## src/rtl/core/lrc_pkg.sv

```systemverilog
// Shared constants, types and helpers for the region key cache.
package lrc_pkg;

    localparam int CAPACITY     = 16;
    localparam int REGION_SHIFT = 5;
    localparam int COORD_W      = 32;
    localparam int REGION_W     = COORD_W - REGION_SHIFT;
    localparam int LOCAL_W      = REGION_SHIFT;
    localparam int KEY_W        = 2 * REGION_W;
    localparam int SLOT_W       = $clog2(CAPACITY);
    localparam int RANK_W       = SLOT_W;
    localparam int COUNT_W      = SLOT_W + 1;
    localparam int LANES        = 4;
    localparam int LANE_W       = $clog2(LANES);
    localparam int ROWS         = CAPACITY / LANES;
    localparam int ROW_W        = SLOT_W - LANE_W;
    localparam int CFG_W        = 5;
    localparam int MODE_W       = 2;
    localparam int KIND_W       = 2;
    localparam int S_TDATA_W    = 2 * COORD_W;

    typedef enum logic [MODE_W-1:0] {
        MODE_ACCESS    = 2'd0,
        MODE_CLOSE     = 2'd1,
        MODE_CLOSE_ALL = 2'd2,
        MODE_UNUSED    = 2'd3
    } mode_t;

    typedef enum logic [KIND_W-1:0] {
        KIND_EVICT  = 2'd0,
        KIND_ACCESS = 2'd1,
        KIND_CLOSE  = 2'd2
    } kind_t;

    typedef enum logic [2:0] {
        LOP_NONE   = 3'd0,
        LOP_TOUCH  = 3'd1,
        LOP_REMOVE = 3'd2,
        LOP_INSERT = 3'd3,
        LOP_CLEAR  = 3'd4
    } lop_t;

    typedef logic [KEY_W-1:0] key_t;
    typedef key_t [LANES-1:0] key_row_t;

    typedef struct packed {
        lop_t              op;
        logic [SLOT_W-1:0] slot;
    } lru_cmd_t;

    typedef struct packed {
        logic [CAPACITY-1:0] valid;
        logic [COUNT_W-1:0]  count;
        logic [SLOT_W-1:0]   oldest;
        logic [SLOT_W-1:0]   free_slot;
    } lru_stat_t;

    typedef struct packed {
        logic              wr_en;
        logic [SLOT_W-1:0] wr_slot;
        logic              rd_en;
        logic [ROW_W-1:0]  rd_row;
    } mem_req_t;

    // tdata of a result word, hit in bit 0
    typedef struct packed {
        logic [COUNT_W-1:0]  resident_count;
        logic [LOCAL_W-1:0]  local_z;
        logic [LOCAL_W-1:0]  local_x;
        logic [REGION_W-1:0] region_z;
        logic [REGION_W-1:0] region_x;
        logic [SLOT_W-1:0]   slot;
        logic                hit;
    } res_t;

    localparam int RES_W     = $bits(res_t);
    localparam int M_TDATA_W = ((RES_W + 7) / 8) * 8;
    localparam int PAD_W     = M_TDATA_W - RES_W;

    function automatic logic [COUNT_W-1:0] limit_of(input logic [CFG_W-1:0] m);
        logic [COUNT_W-1:0] l;
        begin
            if (m == '0) begin
                l = COUNT_W'(1);
            end else if (COUNT_W'(m) > COUNT_W'(CAPACITY)) begin
                l = COUNT_W'(CAPACITY);
            end else begin
                l = COUNT_W'(m);
            end
            return l;
        end
    endfunction

    function automatic logic fits_region(input logic [COORD_W-1:0] v);
        return (v[COORD_W-1:REGION_W-1] == '0) || (v[COORD_W-1:REGION_W-1] == '1);
    endfunction

endpackage

```

## src/rtl/core/lrc_key_mem.sv

```systemverilog
// Key store: rows of lanes, single-lane write, one registered row read.
module lrc_key_mem
    import lrc_pkg::*;
(
    input  logic     aclk,
    input  mem_req_t req,
    input  key_t     wr_key,
    output key_row_t rd_data
);

    key_t     mem [ROWS][LANES];
    key_row_t rd_data_reg;

    always_ff @(posedge aclk) begin
        if (req.wr_en) begin
            mem[req.wr_slot[SLOT_W-1:LANE_W]][req.wr_slot[LANE_W-1:0]] <= wr_key;
        end
    end

    always_ff @(posedge aclk) begin
        if (req.rd_en) begin
            for (int l = 0; l < LANES; l++) begin
                rd_data_reg[l] <= mem[req.rd_row][l];
            end
        end
    end

    assign rd_data = rd_data_reg;

endmodule

```

## src/rtl/core/lrc_lru_state.sv

```systemverilog
// Valid bits, recency ranks and resident count, with oldest and free slot search.
module lrc_lru_state
    import lrc_pkg::*;
(
    input  logic      aclk,
    input  logic      aresetn,
    input  lru_cmd_t  cmd,
    output lru_stat_t stat
);

    logic [CAPACITY-1:0] valid_reg, valid_next;
    logic [RANK_W-1:0]   rank_reg  [CAPACITY];
    logic [RANK_W-1:0]   rank_next [CAPACITY];
    logic [COUNT_W-1:0]  count_reg, count_next;
    logic [RANK_W-1:0]   r_sel;
    logic [SLOT_W-1:0]   oldest, free_slot;

    always_comb begin
        oldest    = '0;
        free_slot = '0;
        for (int i = CAPACITY - 1; i >= 0; i--) begin
            if (valid_reg[i] && rank_reg[i] == '0) begin
                oldest = SLOT_W'(i);
            end
            if (!valid_reg[i]) begin
                free_slot = SLOT_W'(i);
            end
        end
    end

    always_comb begin
        valid_next = valid_reg;
        count_next = count_reg;
        r_sel      = rank_reg[cmd.slot];
        for (int i = 0; i < CAPACITY; i++) begin
            rank_next[i] = rank_reg[i];
        end
        case (cmd.op)
            LOP_TOUCH: begin
                for (int i = 0; i < CAPACITY; i++) begin
                    if (valid_reg[i] && rank_reg[i] > r_sel) begin
                        rank_next[i] = rank_reg[i] - RANK_W'(1);
                    end
                end
                rank_next[cmd.slot] = RANK_W'(count_reg - COUNT_W'(1));
            end
            LOP_REMOVE: begin
                for (int i = 0; i < CAPACITY; i++) begin
                    if (valid_reg[i] && rank_reg[i] > r_sel) begin
                        rank_next[i] = rank_reg[i] - RANK_W'(1);
                    end
                end
                valid_next[cmd.slot] = 1'b0;
                rank_next[cmd.slot]  = '0;
                count_next           = count_reg - COUNT_W'(1);
            end
            LOP_INSERT: begin
                valid_next[cmd.slot] = 1'b1;
                rank_next[cmd.slot]  = RANK_W'(count_reg);
                count_next           = count_reg + COUNT_W'(1);
            end
            LOP_CLEAR: begin
                valid_next = '0;
                count_next = '0;
                for (int i = 0; i < CAPACITY; i++) begin
                    rank_next[i] = '0;
                end
            end
            default: begin
            end
        endcase
    end

    always_ff @(posedge aclk) begin
        if (!aresetn) begin
            valid_reg <= '0;
            count_reg <= '0;
            for (int i = 0; i < CAPACITY; i++) begin
                rank_reg[i] <= '0;
            end
        end else begin
            valid_reg <= valid_next;
            count_reg <= count_next;
            for (int i = 0; i < CAPACITY; i++) begin
                rank_reg[i] <= rank_next[i];
            end
        end
    end

    assign stat.valid     = valid_reg;
    assign stat.count     = count_reg;
    assign stat.oldest    = oldest;
    assign stat.free_slot = free_slot;

endmodule

```

## src/rtl/core/lru_region_key_cache.sv

```systemverilog
// Top level: LRU region key cache with key memory scan and result register.
//
//  channel | ports           | word
//  --------+-----------------+---------------------------------------------
//  in      | s_tvalid/tready | tuser mode; tdata x_coord, z_coord
//  out     | m_tvalid/tready | tuser kind; tdata result fields; tlast
//  config  | cfg_wr_en       | cfg_wr_data max_entries, written at once
//
//  Lookup reads the key memory one row of four keys a cycle: an access or close
//  scans every row, then ST_DECIDE puts its word in the output register; a miss
//  first reads and reports each eviction, then inserts. Close-all emits from
//  ST_CLR, mode 3 none. Input resumes in ST_IDLE. Lowering the limit removes one
//  oldest entry a cycle with s_tready low. Reset clears valid bits, ranks and
//  count at once. One output register: a word may wait there while input is taken.
module lru_region_key_cache
    import lrc_pkg::*;
(
    input  logic                 aclk,
    input  logic                 aresetn,
    input  logic                 s_tvalid,
    output logic                 s_tready,
    input  logic [S_TDATA_W-1:0] s_tdata,   // x_coord, z_coord
    input  logic [MODE_W-1:0]    s_tuser,   // mode
    output logic                 m_tvalid,
    input  logic                 m_tready,
    // hit, slot, region_x, region_z, local_x, local_z, resident_count, zero pad
    output logic [M_TDATA_W-1:0] m_tdata,
    output logic [KIND_W-1:0]    m_tuser,   // kind
    output logic                 m_tlast,
    input  logic                 cfg_wr_en,
    input  logic [CFG_W-1:0]     cfg_wr_data
);

    typedef enum logic [6:0] {
        ST_IDLE   = 7'b0000001,
        ST_SCAN   = 7'b0000010,
        ST_DECIDE = 7'b0000100,
        ST_EV_RD  = 7'b0001000,
        ST_EV_OUT = 7'b0010000,
        ST_INSERT = 7'b0100000,
        ST_CLR    = 7'b1000000
    } state_t;

    state_t              state_reg, state_next;
    mode_t               mode_reg, mode_next;
    key_t                key_reg, key_next;
    logic [LOCAL_W-1:0]  lx_reg, lx_next, lz_reg, lz_next;
    logic                fits_reg, fits_next;
    logic [ROW_W-1:0]    row_reg, row_next;
    logic                hit_reg, hit_next;
    logic [SLOT_W-1:0]   hit_slot_reg, hit_slot_next;
    logic [SLOT_W-1:0]   ev_slot_reg, ev_slot_next;
    logic [CFG_W-1:0]    max_reg;
    logic                out_valid_reg;
    res_t                out_res_reg;
    kind_t               out_kind_reg;
    logic                out_last_reg;

    logic [COORD_W-1:0]  in_x, in_z;
    logic [COUNT_W-1:0]  limit;
    logic [COUNT_W-1:0]  cnt_dec;
    logic                trim;
    logic                in_acc;
    logic                out_free;
    logic                emit;
    res_t                emit_res;
    kind_t               emit_kind;
    logic                emit_last;
    lru_cmd_t            cmd;
    lru_stat_t           stat;
    mem_req_t            mreq;
    key_t                wr_key;
    key_row_t            rd_data;
    key_t                ev_key;

    function automatic res_t make_res(input logic hit, input logic [SLOT_W-1:0] slot,
                                      input key_t key, input logic [LOCAL_W-1:0] lx,
                                      input logic [LOCAL_W-1:0] lz,
                                      input logic [COUNT_W-1:0] cnt);
        res_t r;
        begin
            r.hit            = hit;
            r.slot           = slot;
            r.region_x       = key[KEY_W-1:REGION_W];
            r.region_z       = key[REGION_W-1:0];
            r.local_x        = lx;
            r.local_z        = lz;
            r.resident_count = cnt;
            return r;
        end
    endfunction

    lrc_key_mem u_key_mem (
        .aclk    (aclk),
        .req     (mreq),
        .wr_key  (wr_key),
        .rd_data (rd_data)
    );

    lrc_lru_state u_lru_state (
        .aclk    (aclk),
        .aresetn (aresetn),
        .cmd     (cmd),
        .stat    (stat)
    );

    assign in_x     = s_tdata[COORD_W-1:0];
    assign in_z     = s_tdata[S_TDATA_W-1:COORD_W];
    assign limit    = limit_of(max_reg);
    assign cnt_dec  = stat.count - COUNT_W'(1);
    assign trim     = stat.count > limit;
    assign s_tready = (state_reg == ST_IDLE) && !trim && !cfg_wr_en;
    assign in_acc   = s_tvalid && s_tready;
    assign out_free = !out_valid_reg || m_tready;
    assign ev_key   = rd_data[ev_slot_reg[LANE_W-1:0]];
    assign wr_key   = key_reg;

    always_comb begin
        state_next    = state_reg;
        mode_next     = mode_reg;
        key_next      = key_reg;
        lx_next       = lx_reg;
        lz_next       = lz_reg;
        fits_next     = fits_reg;
        row_next      = row_reg;
        hit_next      = hit_reg;
        hit_slot_next = hit_slot_reg;
        ev_slot_next  = ev_slot_reg;
        cmd.op        = LOP_NONE;
        cmd.slot      = '0;
        mreq.wr_en    = 1'b0;
        mreq.wr_slot  = stat.free_slot;
        mreq.rd_en    = 1'b0;
        mreq.rd_row   = '0;
        emit          = 1'b0;
        emit_kind     = KIND_ACCESS;
        emit_last     = 1'b1;
        emit_res      = make_res(1'b0, '0, key_reg, lx_reg, lz_reg, stat.count);

        case (state_reg)
            ST_IDLE: begin
                if (trim) begin
                    cmd.op   = LOP_REMOVE;
                    cmd.slot = stat.oldest;
                end else if (in_acc) begin
                    mode_next     = mode_t'(s_tuser);
                    lx_next       = in_x[LOCAL_W-1:0];
                    lz_next       = in_z[LOCAL_W-1:0];
                    row_next      = '0;
                    hit_next      = 1'b0;
                    hit_slot_next = '0;
                    case (mode_t'(s_tuser))
                        MODE_ACCESS: begin
                            key_next    = {in_x[COORD_W-1:REGION_SHIFT],
                                           in_z[COORD_W-1:REGION_SHIFT]};
                            fits_next   = 1'b1;
                            mreq.rd_en  = 1'b1;
                            state_next  = ST_SCAN;
                        end
                        MODE_CLOSE: begin
                            key_next    = {in_x[REGION_W-1:0], in_z[REGION_W-1:0]};
                            fits_next   = fits_region(in_x) && fits_region(in_z);
                            mreq.rd_en  = 1'b1;
                            state_next  = ST_SCAN;
                        end
                        MODE_CLOSE_ALL: begin
                            state_next = ST_CLR;
                        end
                        default: begin
                        end
                    endcase
                end
            end
            ST_SCAN: begin
                for (int l = 0; l < LANES; l++) begin
                    if (stat.valid[{row_reg, LANE_W'(l)}] && fits_reg &&
                        rd_data[l] == key_reg) begin
                        hit_next      = 1'b1;
                        hit_slot_next = {row_reg, LANE_W'(l)};
                    end
                end
                if (row_reg == ROW_W'(ROWS - 1)) begin
                    state_next = ST_DECIDE;
                end else begin
                    mreq.rd_en  = 1'b1;
                    mreq.rd_row = row_reg + ROW_W'(1);
                    row_next    = row_reg + ROW_W'(1);
                end
            end
            ST_DECIDE: begin
                if (mode_reg == MODE_ACCESS) begin
                    if (hit_reg) begin
                        if (out_free) begin
                            emit       = 1'b1;
                            emit_res   = make_res(1'b1, hit_slot_reg, key_reg, lx_reg,
                                                  lz_reg, stat.count);
                            cmd.op     = LOP_TOUCH;
                            cmd.slot   = hit_slot_reg;
                            state_next = ST_IDLE;
                        end
                    end else if (stat.count >= limit) begin
                        state_next = ST_EV_RD;
                    end else begin
                        state_next = ST_INSERT;
                    end
                end else if (out_free) begin
                    emit       = 1'b1;
                    emit_kind  = KIND_CLOSE;
                    emit_res   = make_res(hit_reg, hit_reg ? hit_slot_reg : '0, key_reg,
                                          '0, '0, hit_reg ? cnt_dec : stat.count);
                    if (hit_reg) begin
                        cmd.op   = LOP_REMOVE;
                        cmd.slot = hit_slot_reg;
                    end
                    state_next = ST_IDLE;
                end
            end
            ST_EV_RD: begin
                ev_slot_next = stat.oldest;
                mreq.rd_en   = 1'b1;
                mreq.rd_row  = stat.oldest[SLOT_W-1:LANE_W];
                state_next   = ST_EV_OUT;
            end
            ST_EV_OUT: begin
                if (out_free) begin
                    emit      = 1'b1;
                    emit_kind = KIND_EVICT;
                    emit_last = 1'b0;
                    emit_res  = make_res(1'b0, ev_slot_reg, ev_key, '0, '0, cnt_dec);
                    cmd.op    = LOP_REMOVE;
                    cmd.slot  = ev_slot_reg;
                    if (cnt_dec >= limit) begin
                        state_next = ST_EV_RD;
                    end else begin
                        state_next = ST_INSERT;
                    end
                end
            end
            ST_INSERT: begin
                if (out_free) begin
                    mreq.wr_en = 1'b1;
                    cmd.op     = LOP_INSERT;
                    cmd.slot   = stat.free_slot;
                    emit       = 1'b1;
                    emit_res   = make_res(1'b0, stat.free_slot, key_reg, lx_reg, lz_reg,
                                          stat.count + COUNT_W'(1));
                    state_next = ST_IDLE;
                end
            end
            ST_CLR: begin
                if (out_free) begin
                    emit       = 1'b1;
                    emit_kind  = KIND_CLOSE;
                    emit_res   = make_res(stat.count != '0, '0, '0, '0, '0, '0);
                    cmd.op     = LOP_CLEAR;
                    state_next = ST_IDLE;
                end
            end
            default: begin
                state_next = ST_IDLE;
            end
        endcase
    end

    always_ff @(posedge aclk) begin
        if (!aresetn) begin
            state_reg     <= ST_IDLE;
            max_reg       <= CFG_W'(CAPACITY);
            out_valid_reg <= 1'b0;
        end else begin
            state_reg <= state_next;
            if (cfg_wr_en) begin
                max_reg <= cfg_wr_data;
            end
            if (emit) begin
                out_valid_reg <= 1'b1;
            end else if (m_tready) begin
                out_valid_reg <= 1'b0;
            end
        end
    end

    always_ff @(posedge aclk) begin
        mode_reg     <= mode_next;
        key_reg      <= key_next;
        lx_reg       <= lx_next;
        lz_reg       <= lz_next;
        fits_reg     <= fits_next;
        row_reg      <= row_next;
        hit_reg      <= hit_next;
        hit_slot_reg <= hit_slot_next;
        ev_slot_reg  <= ev_slot_next;
        if (emit) begin
            out_res_reg  <= emit_res;
            out_kind_reg <= emit_kind;
            out_last_reg <= emit_last;
        end
    end

    assign m_tvalid = out_valid_reg;
    assign m_tdata  = {{PAD_W{1'b0}}, out_res_reg};
    assign m_tuser  = out_kind_reg;
    assign m_tlast  = out_last_reg;

endmodule

```

## config.mk

```make
export PLATFORM = sky130hd
export DESIGN_NAME = lru_region_key_cache
export DESIGN_NICKNAME = d
export VERILOG_FILES = /design/src/rtl/core/lrc_pkg.sv /design/src/rtl/core/lrc_key_mem.sv /design/src/rtl/core/lrc_lru_state.sv /design/src/rtl/core/lru_region_key_cache.sv
export SDC_FILE = /design/constraint.sdc
export NUM_CORES = 2
export LEC_CHECK = 0
export BUFFER_PORTS_ARGS = -buffer_cell sky130_fd_sc_hd__clkbuf_2
export CAP_MARGIN = 15
export CORE_ASPECT_RATIO = 0.8
export CORE_MARGIN = 4
export CORE_UTILIZATION = 55
export CTS_BUF_LIST = sky130_fd_sc_hd__clkbuf_4
export CTS_CLUSTER_DIAMETER = 40
export DETAILED_ROUTE_END_ITERATION = 8
export GPL_TIMING_DRIVEN = 0
export HOLD_SLACK_MARGIN = 0.1
export PLACE_DENSITY = 0.82
export SYNTH_ARGS = -nofsm -noshare
export SYNTH_HDL_FRONTEND = slang
export SYNTH_SLANG_ARGS = --single-unit
```

## constraint.sdc

```tcl
create_clock -name aclk -period 14 [get_ports aclk]
set_clock_uncertainty 0.15 [all_clocks]
set_input_delay 2.1 -clock aclk [delete_from_list [all_inputs] [get_ports aclk]]
set_output_delay 2.1 -clock aclk [all_outputs]
set_load 0.01 [all_outputs]
```

==> flow_summary.yaml <==
worst_setup_path:
  max_stage_delay_ns: 0.79
  cp_num_buf_inv: 6
  worstSetupStartpointType: "register"
  cp_max_fo: 11
  reg2reg_slack_ns: 5.07
  cp-end-kind: "register"
  crit_type: "reg -> reg"
  cpLargestDelayFamily: "compound AO/OA/AOI/OAI gates"
  r2r_start: "u_lru_state.count_reg[0]"
  r2r-end: "u_lru_state.rank_reg[10][3]"
  r2r_cells: 26
  crit_top_cell: "a211o_1"
  cpMaxStageDelayCell: "mux2i_1"
  crit_arrival_ns: 9.84
  critical_path_required_ns: 14.91
run_status:
  run_status: "finished clean"
clock_tree:
  cts.path.max_buffers: 4
  clkTransAtPathRegs_ns: 0.07
  cts_num_sinks: 1333
  cts-resized-gates: 0
  htree_levels: 5
  postCtsHoldBufs: 0
  cts_buffers: 332
  clk-insertion-delay-late_ns: 1.24
  cts_root_buf: "clkbuf_4"
  cts_tree: "yes"
  postCtsSetupRepairBufs: 0
synth:
  seq_area_frac_synth_pct: 65.2
  avgSynthCellArea_sq_um: 13.3
  ys.flop_type: "edfxtp_1"
  syn_inst: 4501
  synth_edf_count: 1235
  ys_seq_elements: 1333
  yosysWarningCount: 0
  ys_types: 95
  synth_area_sq_um: 59900
  async_flop_share_pct: 0
timing:
  slew_headroom_pct: 13.2
  setup_tns_ns: 0
  finalHoldViolations: 0
  timing.fmax_mhz: 112
  holdWs_ns: 0.352
  worst_pin_slew_ns: 1.30
  grt_setup_unrepaired: "false"
  setup_viol: 0
  drv_slew: 0
  min_period_ns: 8.93
  fin_ws_ns: 5.07
  period_share_pct: 63.8
layout:
  syn_to_final_growth_pct: 13.3
  mostFrequentLayoutCells: "edfxtp_1, nand2_1, clkbuf_4"
  fin_nets: 5245
  largest_register_ffs: 864
  mostFrequentLayoutCell: "edfxtp_1"
  drive_gt1_share_pct: 18.3
  post-route-cell-area_sq_um: 67900
min_path:
  hold_class: "reg -> reg"
  hold_start: "max_reg[0]"
  hold_depth: 2
  min_to: "max_reg[0]"
placed_design:
  gp_congestion: 1.04
  dp_slack_ns: 4.25
  hpwl_mm: 155
  io_buffers: 153
  dpl_cell_area_sq_um: 63700
flow_run:
  maxCapViolCount: 0
floorplan:
  dieArea_sq_um: 114000
  die_h_um: 303
  die_w_um: 377
  core_area_sq_um: 107000
  initial_utilization_pct: 55.8
  io_pins: 161
  rows: 107
grt:
  grt_pass1_wl_mm: 300
  grt_usage_pct: 37.1
  first_global_vias: 42226
  grt_overflow: 0
  antenna_found_initial: 17
  grt_max_degree: 62
routing:
  via_per_inst: 6.69
  drt_wl_total_mm: 214
  drtIter0Drc: 8437
  drtAntennaViolNets: 0
  drc: 0
  wl_per_cell_um: 32.0
  dr_total_vias: 44873
  drt_first_pass_iters: 8
pwr:
  ir_drop_mv: 0.0930
  leakagePower_nw: 23.4
  cellPowerDensity_nw_per_um2: 147
  power.total_mw: 9.94
## through the flow
stage               util [%]  instances
finish                  63.3       6704
global route            63.3       6698
CTS                     63.1       6690
detailed placement      59.4       6134
global placement        58.2       6076
floorplan                  -       4506
## cell usage after synthesis (all sizes together) (5+ instances only)
cell | instances | area, sq um
a211o | 5 | 43.8
o22ai | 29 | 181
o221a | 8 | 90.1
nor4 | 36 | 240
o2111ai | 7 | 61.3
edfxtp | 1235 | 37100
o2bb2ai | 6 | 52.6
o311ai | 5 | 43.8
mux2 | 76 | 856
o221ai | 13 | 114
ha | 112 | 1400
inv | 129 | 484
nand2 | 577 | 2170
nor4bb | 12 | 120
o31ai | 9 | 67.6
a2111oi | 9 | 80.1
or3 | 8 | 65.1
o211ai | 11 | 82.6
a21o | 5 | 38.8
a211oi | 243 | 1830
nand4 | 45 | 282
mux2i | 75 | 751
nor2b | 25 | 156
nand4b | 5 | 50.0
a221oi | 39 | 379
nand3 | 32 | 183
dfxtp | 98 | 1960
a21oi | 115 | 579
clkbuf | 266 | 998
mux4 | 58 | 1310
nor4b | 10 | 87.6
o21a | 20 | 150
a22o | 60 | 526
nand2b | 10 | 62.6
a31oi | 243 | 1520
nor3 | 75 | 512
or4 | 6 | 48.8
and2 | 224 | 1400
xor2 | 90 | 788
nor2 | 123 | 462
and4 | 5 | 43.8
o21ai | 98 | 494
a221o | 7 | 71.3
buf | 51 | 328
xnor2 | 125 | 1090
## report_power, final
part           switching [mW]  leakage (nW)  total [mW]  internal (mW)
clock                    1.58          2.40        3.20           1.62
sequential              0.311          12.0        4.85           4.54
combinational            1.24          9.06        1.89          0.646
## tightest hold or removal path, delay by kind of cell, from the launching register on
kind	cells	cell delay, ns
flip-flops	1	0.33
AND/OR/NAND/NOR	1	0.07
multiplexers	1	0.07
## logic make-up (layout without fill, tap and decap cells)
family | Yosys count | in the layout | synth area share, %
adder cells (fa/ha/maj) | 112 | 112 | 2.34
other | 1 | 14 | 0.00626
AND/OR/NAND/NOR | 1220 | 1220 | 10.2
multiplexers | 209 | 209 | 4.86
buffers and inverters | 447 | 1220 | 3.03
XOR/XNOR | 215 | 215 | 3.15
flip-flops | 1333 | 1333 | 65.2
AO/OA/AOI/OAI | 964 | 964 | 11.2
## layout make-up
class                   count  area, sq um
multi-input cells        2726        19200
flip-flops and latches   1333        39000
plain buffers             317         1330
diodes                      8         20.0
clock inverters            90          487
fillers                  7605        39400
clock buffers             466         3500
inverters                 130          488
repair buffers            217         2020
well taps                1417         1770
## worst max path at each step
stage,start,endpoint,depth (start not counted)
after global routing,u_lru_state.count_reg[0],u_lru_state.rank_reg[10][3],26
after CTS,u_lru_state.count_reg[0],u_lru_state.rank_reg[10][3],25
after floorplan,cfg_wr_en,u_key_mem.rd_data[0],6
after detailed placement,m_tready,u_lru_state.rank_reg[10][3],24
after global placement,u_lru_state.count_reg[0],u_key_mem.rd_data[90],11
final,u_lru_state.count_reg[0],u_lru_state.rank_reg[10][3],26
## metal layers
layer / routed length (um) / track usage, % / vias up
met5: 53 / 0 / -
met3: 39500 / 16.7 / 592
met2: 86200 / 49.8 / 4011
met4: 8530 / 14.8 / 8
li1: - / - / 18439
met1: 80100 / 52.6 / 21823
Power figures use the tool's default switching activity.
